$ cat src/rtl/sle_pkg.sv
package sle_pkg;

  localparam int CNT_W = 6;

  localparam logic [1:0] CH_ECHO = 2'd0;
  localparam logic [1:0] CH_LINE = 2'd1;
  localparam logic [1:0] CH_END  = 2'd2;

  localparam logic [7:0] BYTE_BS  = 8'd8;
  localparam logic [7:0] BYTE_CR  = 8'd13;
  localparam logic [7:0] BYTE_SP  = 8'd32;
  localparam logic [7:0] BYTE_DEL = 8'd127;

  localparam logic [CNT_W-1:0] LIMIT_RESET = 6'd32;

  typedef struct packed {
    logic [7:0] rx_byte;
    logic       allowed;
  } in_word_t;

  typedef struct packed {
    logic [1:0]       channel;
    logic [7:0]       out_byte;
    logic [CNT_W-1:0] line_length;
    logic             last;
  } out_word_t;

endpackage

$ cat src/rtl/sle_ram.sv
module sle_ram #(
  parameter int WIDTH = 8,
  parameter int DEPTH = 32,
  localparam int AW = (DEPTH > 1) ? $clog2(DEPTH) : 1
) (
  input  logic             clk,
  input  logic             we,
  input  logic [AW-1:0]    waddr,
  input  logic [WIDTH-1:0] wdata,
  input  logic             re,
  input  logic [AW-1:0]    raddr,
  output logic [WIDTH-1:0] rdata
);

  logic [WIDTH-1:0] mem [DEPTH];
  logic [WIDTH-1:0] rdata_r;

  always_ff @(posedge clk) begin
    if (we) begin
      mem[waddr] <= wdata;
    end
    if (re) begin
      rdata_r <= mem[raddr];
    end
  end

  assign rdata = rdata_r;

endmodule

$ cat src/rtl/serial_line_editor.sv
// The first result word is loaded into the output register from the state entered on
// acceptance of its input word; when a full line with characters ends, the line store is read first.
// Input stalls until every word of a byte is loaded: the echo, the erase sequence of a
// backspace, or the stored bytes and end word of a carriage return; each stored byte
// costs one line store read plus one load. An output stall holds the pending word.
// Reset (synchronous, rst_n low): line limit 32, fill count 0; line store not cleared.
module serial_line_editor
  import sle_pkg::*;
#(
  parameter int LINE_DEPTH = 32
) (
  input  logic       clk,
  input  logic       rst_n,
  input  logic       in_valid,
  output logic       in_stall,
  input  in_word_t   in_word,
  output logic       out_valid,
  input  logic       out_stall,
  output out_word_t  out_word,
  input  logic       cfg_valid,
  output logic       cfg_ready,
  input  logic [CNT_W-1:0] cfg_data
);

  localparam int AW = (LINE_DEPTH > 1) ? $clog2(LINE_DEPTH) : 1;
  localparam logic [CNT_W-1:0] DEPTH_C = CNT_W'(LINE_DEPTH);

  typedef enum logic [2:0] {
    S_IDLE, S_ECHO, S_ERASE, S_RD, S_LINE, S_ENDM
  } state_t;

  typedef enum logic [1:0] {K_ORD, K_BS, K_CR} kind_t;

  state_t           state_r;
  kind_t            kind_r;
  logic [7:0]       byte_r;
  logic [CNT_W-1:0] fill_r;
  logic [CNT_W-1:0] idx_r;
  logic [1:0]       cnt_r;
  logic [CNT_W-1:0] limit_r;
  logic             out_valid_r;
  out_word_t        out_r;

  logic             in_acc;
  logic             is_bs;
  logic             is_cr;
  logic             take;
  logic [CNT_W-1:0] limit_eff;
  logic             full;
  logic             out_free;
  logic             ram_we;
  logic             ram_re;
  logic [7:0]       ram_rdata;
  logic [CNT_W-1:0] idx_inc;

  assign in_stall  = (state_r != S_IDLE);
  assign in_acc    = in_valid && !in_stall;
  assign cfg_ready = 1'b1;
  assign out_valid = out_valid_r;
  assign out_word  = out_r;
  assign out_free  = !out_valid_r || !out_stall;

  assign is_bs     = (in_word.rx_byte == BYTE_BS) || (in_word.rx_byte == BYTE_DEL);
  assign is_cr     = (in_word.rx_byte == BYTE_CR);
  assign take      = in_word.allowed || is_bs || is_cr;
  assign limit_eff = (limit_r < DEPTH_C) ? limit_r : DEPTH_C;
  assign full      = (fill_r >= limit_eff);
  assign ram_we    = in_acc && take && !is_bs && !is_cr && !full;
  assign ram_re    = (state_r == S_RD);
  assign idx_inc   = idx_r + CNT_W'(1);

  sle_ram #(
    .WIDTH (8),
    .DEPTH (LINE_DEPTH)
  ) u_line_ram (
    .clk   (clk),
    .we    (ram_we),
    .waddr (fill_r[AW-1:0]),
    .wdata (in_word.rx_byte),
    .re    (ram_re),
    .raddr (idx_r[AW-1:0]),
    .rdata (ram_rdata)
  );

  always_ff @(posedge clk) begin
    if (!rst_n) begin
      state_r     <= S_IDLE;
      fill_r      <= '0;
      idx_r       <= '0;
      cnt_r       <= '0;
      limit_r     <= LIMIT_RESET;
      out_valid_r <= 1'b0;
    end else begin
      if (cfg_valid && cfg_ready) begin
        limit_r <= cfg_data;
      end
      if (out_valid_r && !out_stall) begin
        out_valid_r <= 1'b0;
      end
      case (state_r)
        S_IDLE: begin
          idx_r <= '0;
          cnt_r <= '0;
          if (in_acc && take) begin
            byte_r <= in_word.rx_byte;
            if (is_cr) begin
              kind_r <= K_CR;
            end else if (is_bs) begin
              kind_r <= K_BS;
            end else begin
              kind_r <= K_ORD;
            end
            if (!full) begin
              state_r <= S_ECHO;
              if (!is_bs && !is_cr) begin
                fill_r <= fill_r + CNT_W'(1);
              end
            end else if (is_cr) begin
              state_r <= (fill_r == '0) ? S_ENDM : S_RD;
            end else if (is_bs && fill_r != '0) begin
              state_r <= S_ERASE;
            end
          end
        end
        S_ECHO: begin
          if (out_free) begin
            out_valid_r       <= 1'b1;
            out_r.channel     <= CH_ECHO;
            out_r.out_byte    <= byte_r;
            out_r.line_length <= '0;
            out_r.last        <= (kind_r == K_ORD) || (kind_r == K_BS && fill_r == '0);
            case (kind_r)
              K_CR:    state_r <= (fill_r == '0) ? S_ENDM : S_RD;
              K_BS:    state_r <= (fill_r == '0) ? S_IDLE : S_ERASE;
              default: state_r <= S_IDLE;
            endcase
          end
        end
        S_ERASE: begin
          if (out_free) begin
            out_valid_r       <= 1'b1;
            out_r.channel     <= CH_ECHO;
            out_r.out_byte    <= (cnt_r == 2'd1) ? BYTE_SP : BYTE_BS;
            out_r.line_length <= '0;
            out_r.last        <= (cnt_r == 2'd2);
            cnt_r             <= cnt_r + 2'd1;
            if (cnt_r == 2'd2) begin
              fill_r  <= fill_r - CNT_W'(1);
              state_r <= S_IDLE;
            end
          end
        end
        S_RD: begin
          state_r <= S_LINE;
        end
        S_LINE: begin
          if (out_free) begin
            out_valid_r       <= 1'b1;
            out_r.channel     <= CH_LINE;
            out_r.out_byte    <= ram_rdata;
            out_r.line_length <= '0;
            out_r.last        <= 1'b0;
            idx_r             <= idx_inc;
            state_r           <= (idx_inc < fill_r) ? S_RD : S_ENDM;
          end
        end
        S_ENDM: begin
          if (out_free) begin
            out_valid_r       <= 1'b1;
            out_r.channel     <= CH_END;
            out_r.out_byte    <= '0;
            out_r.line_length <= fill_r;
            out_r.last        <= 1'b1;
            fill_r            <= '0;
            state_r           <= S_IDLE;
          end
        end
        default: begin
          state_r <= S_IDLE;
        end
      endcase
    end
  end

endmodule

$ cat config.mk
export PLATFORM = sky130hd
export DESIGN_NAME = serial_line_editor
export DESIGN_NICKNAME = d
export VERILOG_FILES = /design/src/rtl/sle_pkg.sv /design/src/rtl/sle_ram.sv /design/src/rtl/serial_line_editor.sv
export SDC_FILE = /design/constraint.sdc
export NUM_CORES = 1
export LEC_CHECK = 0
export BUFFER_PORTS_ARGS = -buffer_cell sky130_fd_sc_hd__clkbuf_2
export CELL_PAD_IN_SITES_DETAIL_PLACEMENT = 0
export CELL_PAD_IN_SITES_GLOBAL_PLACEMENT = 1
export CORE_MARGIN = 2
export CORE_UTILIZATION = 40
export DETAILED_ROUTE_END_ITERATION = 10
export GPL_ROUTABILITY_DRIVEN = 0
export GPL_TIMING_DRIVEN = 0
export PLACE_DENSITY_LB_ADDON = 0.1
export SYNTH_ARGS = -nofsm -noshare
export SYNTH_HDL_FRONTEND = slang
export SYNTH_SLANG_ARGS = --single-unit
$ cat constraint.sdc
create_clock -name clk -period 3.77 [get_ports clk]
set_input_delay 0 -clock clk [delete_from_list [all_inputs] [get_ports clk]]
set_output_delay 0 -clock clk [all_outputs]
set_load 0.02 [all_outputs]
==> metrics.yaml, run 1 <==
synthesis:
  yosysSeqAreaShare_pct: 70.6
  syn_nets: 771
  syn_area_sq_um: 13100
  synth_top_area_cell: "edfxtp_1"
  yosysWarningCount: 0
  async_flop_share_pct: 0
  ys_top_cells_by_area: "edfxtp_1 67%, mux4_2 14%, dfxtp_1 3.7%"
  netlist.area_leader.share_pct: 66.9
  netlist_instances: 728
  avgSynthCellArea_sq_um: 17.9
  synth-edff-count: 291
  synth_cell_types: 58
  synth_seq_cells: 315
  synthFlopType: "edfxtp_1"
floorplan:
  dieHeight_um: 185
  core.rowCount: 66
  die_area_sq_um: 34100
  pin_count: 40
  core_area_sq_um: 32400
  fp.dieW_um: 185
  start_util_pct: 40.3
power:
  p_per_area_nw_per_um2: 615
  p_leak_nw: 4.74
  max-vdd-ir-drop_mv: 0.347
critical_path:
  slowest_stage: "nor2_1"
  r2r-start: "fill_r[0]$_SDFFE_PN0P_"
  cp_max_fo: 9
  timing_worst_setup_path_type: "reg -> reg"
  crit_buf_inv: 2
  r2r_cells: 9
  cp-end-kind: "flip-flop"
  worstSetupStartpointType: "flip-flop"
  crit_required_ps: 3910
  cpPeakStageDelay_ps: 690
  ff2ff_setup_slack_ps: 190
  critPathTopFamily: "simple AND/OR/NAND/NOR gates"
  arrival_ps: 3710
  rr_endpoint: "u_line_ram.mem[22][1]$_DFFE_PP_"
  path_cells: "inv_1, ha_1, nand2b_1, a21oi_1, o221ai_1, nor4_4, buf_4, nand2_1, nor2_1"
clock_tree:
  htree_levels: 2
  cts_tree: "yes"
  cts.sinks: 315
  clk_latency_ps: 510
  cts_made_buffers: 35
  clkTransAtPathRegs_ps: 60
  cts_root_buf: "clkbuf_16"
  cts_buffer_depth: 3
status:
  outcome: "finished clean"
place:
  io_buffers: 37
  place_hpwl_mm: 20.7
  pre_cts_ws_ps: -668
final_layout:
  syn2layout_area_growth_pct: 15.7
  drive_gt1_share_pct: 25.6
  register_area_sq_um: 9220
  final_cell_mix: "291 x edfxtp_1, 80 x mux4_2, 37 x clkbuf_2, 36 x clkbuf_16, 34 x nand2_1"
  multi_input_area_sq_um: 3710
  n_fill_cell: 2809
  final_common_cell: "edfxtp_1"
  fin_util_pct: 46.7
  nets: 861
global_routing:
  grt_max_degree: 36
  grt_pass1_wl_mm: 46.6
  antenna_found_initial: 0
  grt_use_total_pct: 18.9
  grt-ovfl-total: 0
  grt_pass1_vias: 7284
run:
  maxCapViolations: 0
route:
  drc: 0
  vias: 6992
  drt_pre_antenna_iters: 5
  wl_per_cell_um: 24.2
  ant_nets: 0
  drtIter0Drc: 498
  vias_per_cell: 5.44
  drt-total-wl_mm: 31.1
sta:
  layout_min_cycle_time_ps: 3580
  fmax_mhz: 280
  setup_tns_ps: 0
  worst_pin_slew_ps: 1100
  drv_slew: 0
  timing.hold.ws_ps: 85.4
  setup_violations: 0
  fin_worst_skew_ps: 11.3
  slew_headroom_pct: 26.4
  period_share_pct: 94.8
  final_hold_viol_count: 0
  setup_ws_ps: 194
hold_path:
  hold_depth: 5
  hp-start: "in_word[0]"
  hp-class: "in -> reg"
  holdPathEnd: "fill_r[1]$_SDFFE_PN0P_"
cells by family after synthesis:
family                     Yosys count  share of synthesized area (%)
AOI/OAI and AO/OA                   85                           4.29
and+or+nand+nor                    148                           5.43
muxes                               95                           15.0
other                                1                         0.0287
DFF                                315                           70.6
xor gates and xnor gates             9                          0.604
buffers and inverters               52                           1.75
adders and majority gates           23                           2.26
area by class of cell:
cell class,count,share of cell area [%]
Buffer,36,1.12
Multi-Input combinational cell,361,24.6
Clock inverter,17,0.745
Tap cell,442,3.66
Timing Repair Buffer,53,2.27
Antenna cell,1,0.0166
Sequential cell,315,61.0
Clock buffer,45,6.19
Inverter,16,0.398
worst max-delay path by stage:
stage / startpoint / to / cells after the start
6_report: fill_r[0]$_SDFFE_PN0P_ / u_line_ram.mem[22][1]$_DFFE_PP_ / 9
5_1_grt: fill_r[0]$_SDFFE_PN0P_ / u_line_ram.mem[22][1]$_DFFE_PP_ / 9
4_1_cts: fill_r[0]$_SDFFE_PN0P_ / u_line_ram.mem[31][1]$_DFFE_PP_ / 8
3_5_place_dp: fill_r[0]$_SDFFE_PN0P_ / u_line_ram.mem[30][2]$_DFFE_PP_ / 8
3_3_place_gp: fill_r[0]$_SDFFE_PN0P_ / u_line_ram.mem[30][2]$_DFFE_PP_ / 8
2_1_floorplan: fill_r[0]$_SDFFE_PN0P_ / u_line_ram.mem[17][0]$_DFFE_PP_ / 8
metal layers:
layer	global-route usage [%]	vias up	share of wire, %
li1	-	3147	-
met1	26.3	3651	45
met2	31.5	158	49
met3	2.85	36	4.1
met4	4.70	0	1.5
met5	0	-	0
registers in the layout, summed over array words and instances (netlist names):
name,cells
cnt_r,2
byte_r,8
limit_r,6
state_r,3
out_valid,1
kind_r,2
out_word,17
u_line_ram.rdata,8
u_line_ram.mem,256
idx_r,6
fill_r,6
through the flow:
| step | power [mW] | area, sq um | std cells |
|---|---|---|---|
| 6_report | 9.29 | 15100 | 1286 |
| 5_1_grt | 9.71 | 15100 | 1285 |
| 4_1_cts | 9.34 | 15000 | 1284 |
| 3_5_place_dp | 6.15 | 13800 | 1207 |
| 3_3_place_gp | 6.12 | 13800 | 1207 |
| 2_1_floorplan | 5.48 | 13100 | 728 |
cell usage after synthesis (all sizes together) (10+ instances only):
cell type	count
clkbuf	23
nand3	19
nor2	53
nor4	10
inv	16
o21ai	19
nand2	34
mux4	80
edfxtp	291
dfxtp	24
a21oi	26
buf	13
ha	22
where the power goes:
part | total [mW] | internal [mW] | switching, mW
Sequential | 4.13 | 4.03 | 0.0989
Clock | 3.13 | 1.82 | 1.31
Combinational | 2.03 | 0.726 | 1.31
Total | 9.29 | 6.57 | 2.72
tightest hold or removal path: stages:
cell and delay [ps]:
clkbuf_2 110, inv_1 130, o41ai_1 120, nand4b_1 110, a21oi_1 60
repair_timing:
item / in CTS / in global routing
pin swaps: 0 / 0
hold buffers: 15 / 0
setup buffers: 0 / 1
resized for setup: 10 / 23
endpoints found under the hold margin: 10 / 0
setup endpoints to repair: 256 / 256
No activity file was read; power rests on OpenSTA's default activity.
==> inputs of run 2 (changes only) <==
ABC_AREA = 1   (was unset)
clock period = 4.1 ns   (was 3.77 ns; I/O delays follow)
==> metrics.yaml, run 2 <==
route:
  drt-total-wl_mm: 39.6  # +27%
  drc: 0  # unchanged
  drt_pre_antenna_iters: 5  # unchanged
  drtIter0Drc: 969  # +95%
  wl_per_cell_um: 23.2  # -3.8%
  ant_nets: 0  # unchanged
  vias_per_cell: 5.40  # -0.65%
  vias: 9199  # +32%
clock_tree:
  htree_levels: 2  # unchanged
  cts_made_buffers: 35  # unchanged
  cts_buffer_depth: 3  # unchanged
  cts_root_buf: "clkbuf_16"
  ctsResizeCount: 0  # -10
  clkTransAtPathRegs_ps: 60  # about the same
  cts.sinks: 315  # unchanged
  clk_latency_ps: 520  # about the same
  cts_tree: "yes"
final_layout:
  largest-register: "u_line_ram.mem"
  largest_reg_flops: 256  # unchanged
  fin_util_pct: 47.3  # +0.65 points
  final_cell_mix: "291 x edfxtp_1, 227 x nor2_1, 149 x o21ai_0, 119 x nand2_1, 53 x inv_1"
  diodes: 0  # -1
  instances_no_fill: 1703  # +32%
  nets: 1280  # +49%
  syn2layout_area_growth_pct: 15.9
  n_fill_cell: 2961  # +5.4%
  final_common_cell: "edfxtp_1"
  drive_gt1_share_pct: 10.2  # -15 points
critical_path:
  cp_max_fo: 8  # -1
  cp-end-kind: "flip-flop"
  crit_required_ps: 4240  # +330 ps
  worstSetupStartpointType: "flip-flop"
  arrival_ps: 3470  # -240 ps
  timing_worst_setup_path_type: "reg -> reg"
global_routing:
  grt_pass1_wl_mm: 59.0  # +27%
  antenna_found_initial: 0  # unchanged
  grt-ovfl-total: 0  # unchanged
  grt_pass1_vias: 8991  # +23%
  grt_max_degree: 37  # +2.8%
  grt_use_total_pct: 23.1  # +4.1 points
floorplan:
  start_util_pct: 40.8  # +0.48 points
  core_area_sq_um: 32600  # +0.77%
  core.rowCount: 66  # unchanged
  pin_count: 40  # unchanged
  fp.dieW_um: 186  # +0.95%
  die_area_sq_um: 34800  # +1.9%
  dieHeight_um: 186  # +0.95%
sta:
  drv_slew: 0  # unchanged
  slew_headroom_pct: 16.1  # -10 points
  setup_ws_ps: 768  # +573 ps
  setup_tns_ps: 0  # unchanged
  worst_pin_slew_ps: 1250  # +148 ps
  setup_violations: 0  # unchanged
  final_hold_viol_count: 0  # unchanged
  fin_worst_skew_ps: 14.4  # +3.10 ps
  fmax_mhz: 300  # +7.3%
  rsz0062_at_grt: "no"
  period_share_pct: 81.3  # -14 points
  layout_min_cycle_time_ps: 3330  # -243 ps
synthesis:
  async_flop_share_pct: 0  # unchanged
  syn_nets: 1185  # +54%
  netlist.area_leader.share_pct: 65.6  # -1.3 points
  synth.most_common_cell: "edfxtp_1"
  avgSynthCellArea_sq_um: 11.7  # -35%
  yosysSeqAreaShare_pct: 69.2  # -1.4 points
  yosys-top-cells-count: "291 x edfxtp_1, 227 x nor2_1, 149 x o21ai_0"
  synth_seq_cells: 315  # unchanged
  synth_top_area_cell: "edfxtp_1"
  netlist_instances: 1142  # +57%
  synth_cell_types: 37  # -36%
  synthFlopType: "edfxtp_1"
  ys_top_cells_by_area: "edfxtp_1 66%, nor2_1 6.4%, o21ai_0 5.6%"
  syn_area_sq_um: 13300  # +2.0%
  synth-edff-count: 291  # unchanged
  yosysWarningCount: 0  # unchanged
power:
  p_per_area_nw_per_um2: 561  # -8.8%
  totalPowerFinal_mw: 8.65  # -6.8%
  p_leak_nw: 5.50  # +16%
  max-vdd-ir-drop_mv: 0.310  # -11%
run:
  maxCapViolations: 0  # unchanged
place:
  place_hpwl_mm: 26.1  # +26%
  pre_cts_ws_ps: 772  # +1440 ps
  placed_cells: 1622  # +34%
  io_buffers: 38  # +2.7%
hold_path:
  hp-class: "in -> reg"
status:
  outcome: "finished clean"
run 2: changes by cell type in the layout (fill, tap and decap cells not counted), moves of 9 or more:
cell	before	now
nand3_1	19	47
clkbuf_1	32	42
nor2_1	24	227
inv_1	14	53
mux4_2	80	0
nand2_1	34	119
o221ai_1	2	43
o22ai_1	0	17
a31oi_1	9	0
nor2_2	29	1
buf_2	6	18
o21ai_0	9	149
run 2: final cells by class:
cell class              instances  area [sq um]  area share, %
plain buffers                  60           267           1.73
repair buffers                 58           390           2.53
clock inverters                16           200           1.30
inverters                      59           221           1.44
multi-input cells             708          3610           23.4
flip-flops and latches        315          9220           59.7
clock buffers                  45           976           6.32
well taps                     442           553           3.58
run 2: final timing paths:
path	start	end	slack, ps	cells past startpoint
worst min register to register	idx_r[5]$_SDFFE_PN0P_	idx_r[5]$_SDFFE_PN0P_	490	2
worst max-delay path	fill_r[0]$_SDFFE_PN0P_	u_line_ram.mem[0][2]$_DFFE_PP_	770	13
worst max register to register	fill_r[0]$_SDFFE_PN0P_	u_line_ram.mem[0][2]$_DFFE_PP_	770	13
worst min-delay path	in_valid	state_r[0]$_SDFFE_PN0P_	160	8
run 2: timing repair:
item / 4_1_cts / 5_1_grt
hold endpoints to repair: 11 / 0
setup buffers: 0 / 0
hold buffers: 20 / 0
run 2: kinds of logic after synthesis:
group           count (synthesis)  synth area share (%)
fa+ha+maj                      23                  2.22
compound gates                261                  11.6
simple gates                  416                  12.8
buf+inv                       119                  3.67
flops                         315                  69.2
other cells                     1                0.0282
xor+xnor                        7                 0.461
run 2: power breakdown:
group	switching, mW	leakage [nW]	internal [mW]	total [mW]
clock	1.26	0.573	1.99	3.24
sequential	0.0744	2.82	3.67	3.74
combinational	1.20	2.11	0.468	1.67
run 2: critical path: stages (launching register included):
cell	delay, ps
dfxtp_1	490
inv_1	220
ha_1	330
inv_1	50
nand2_1	40
nand2_1	50
nand2_1	50
nand2_1	150
nand2_1	100
nor2_1	200
nand2b_4	100
nor2_4	200
nand2_2	120
nor2_1	870
run 2: per-layer routing:
layer	global-route usage [%]	share of wire [%]	vias to the layer above
met5	0	0	-
met4	5.91	2.5	0
met3	3.97	6.8	62
met2	35.9	45	307
met1	33.6	46	4538
li1	-	-	4292
run 2: through the flow:
stage | hold WS, ps | instance area [sq um]
2_1_floorplan | 98.9 | 13300
3_3_place_gp | 227 | 14100
3_5_place_dp | 237 | 14100
4_1_cts | 151 | 15400
5_1_grt | 225 | 15400
6_report | 157 | 15400
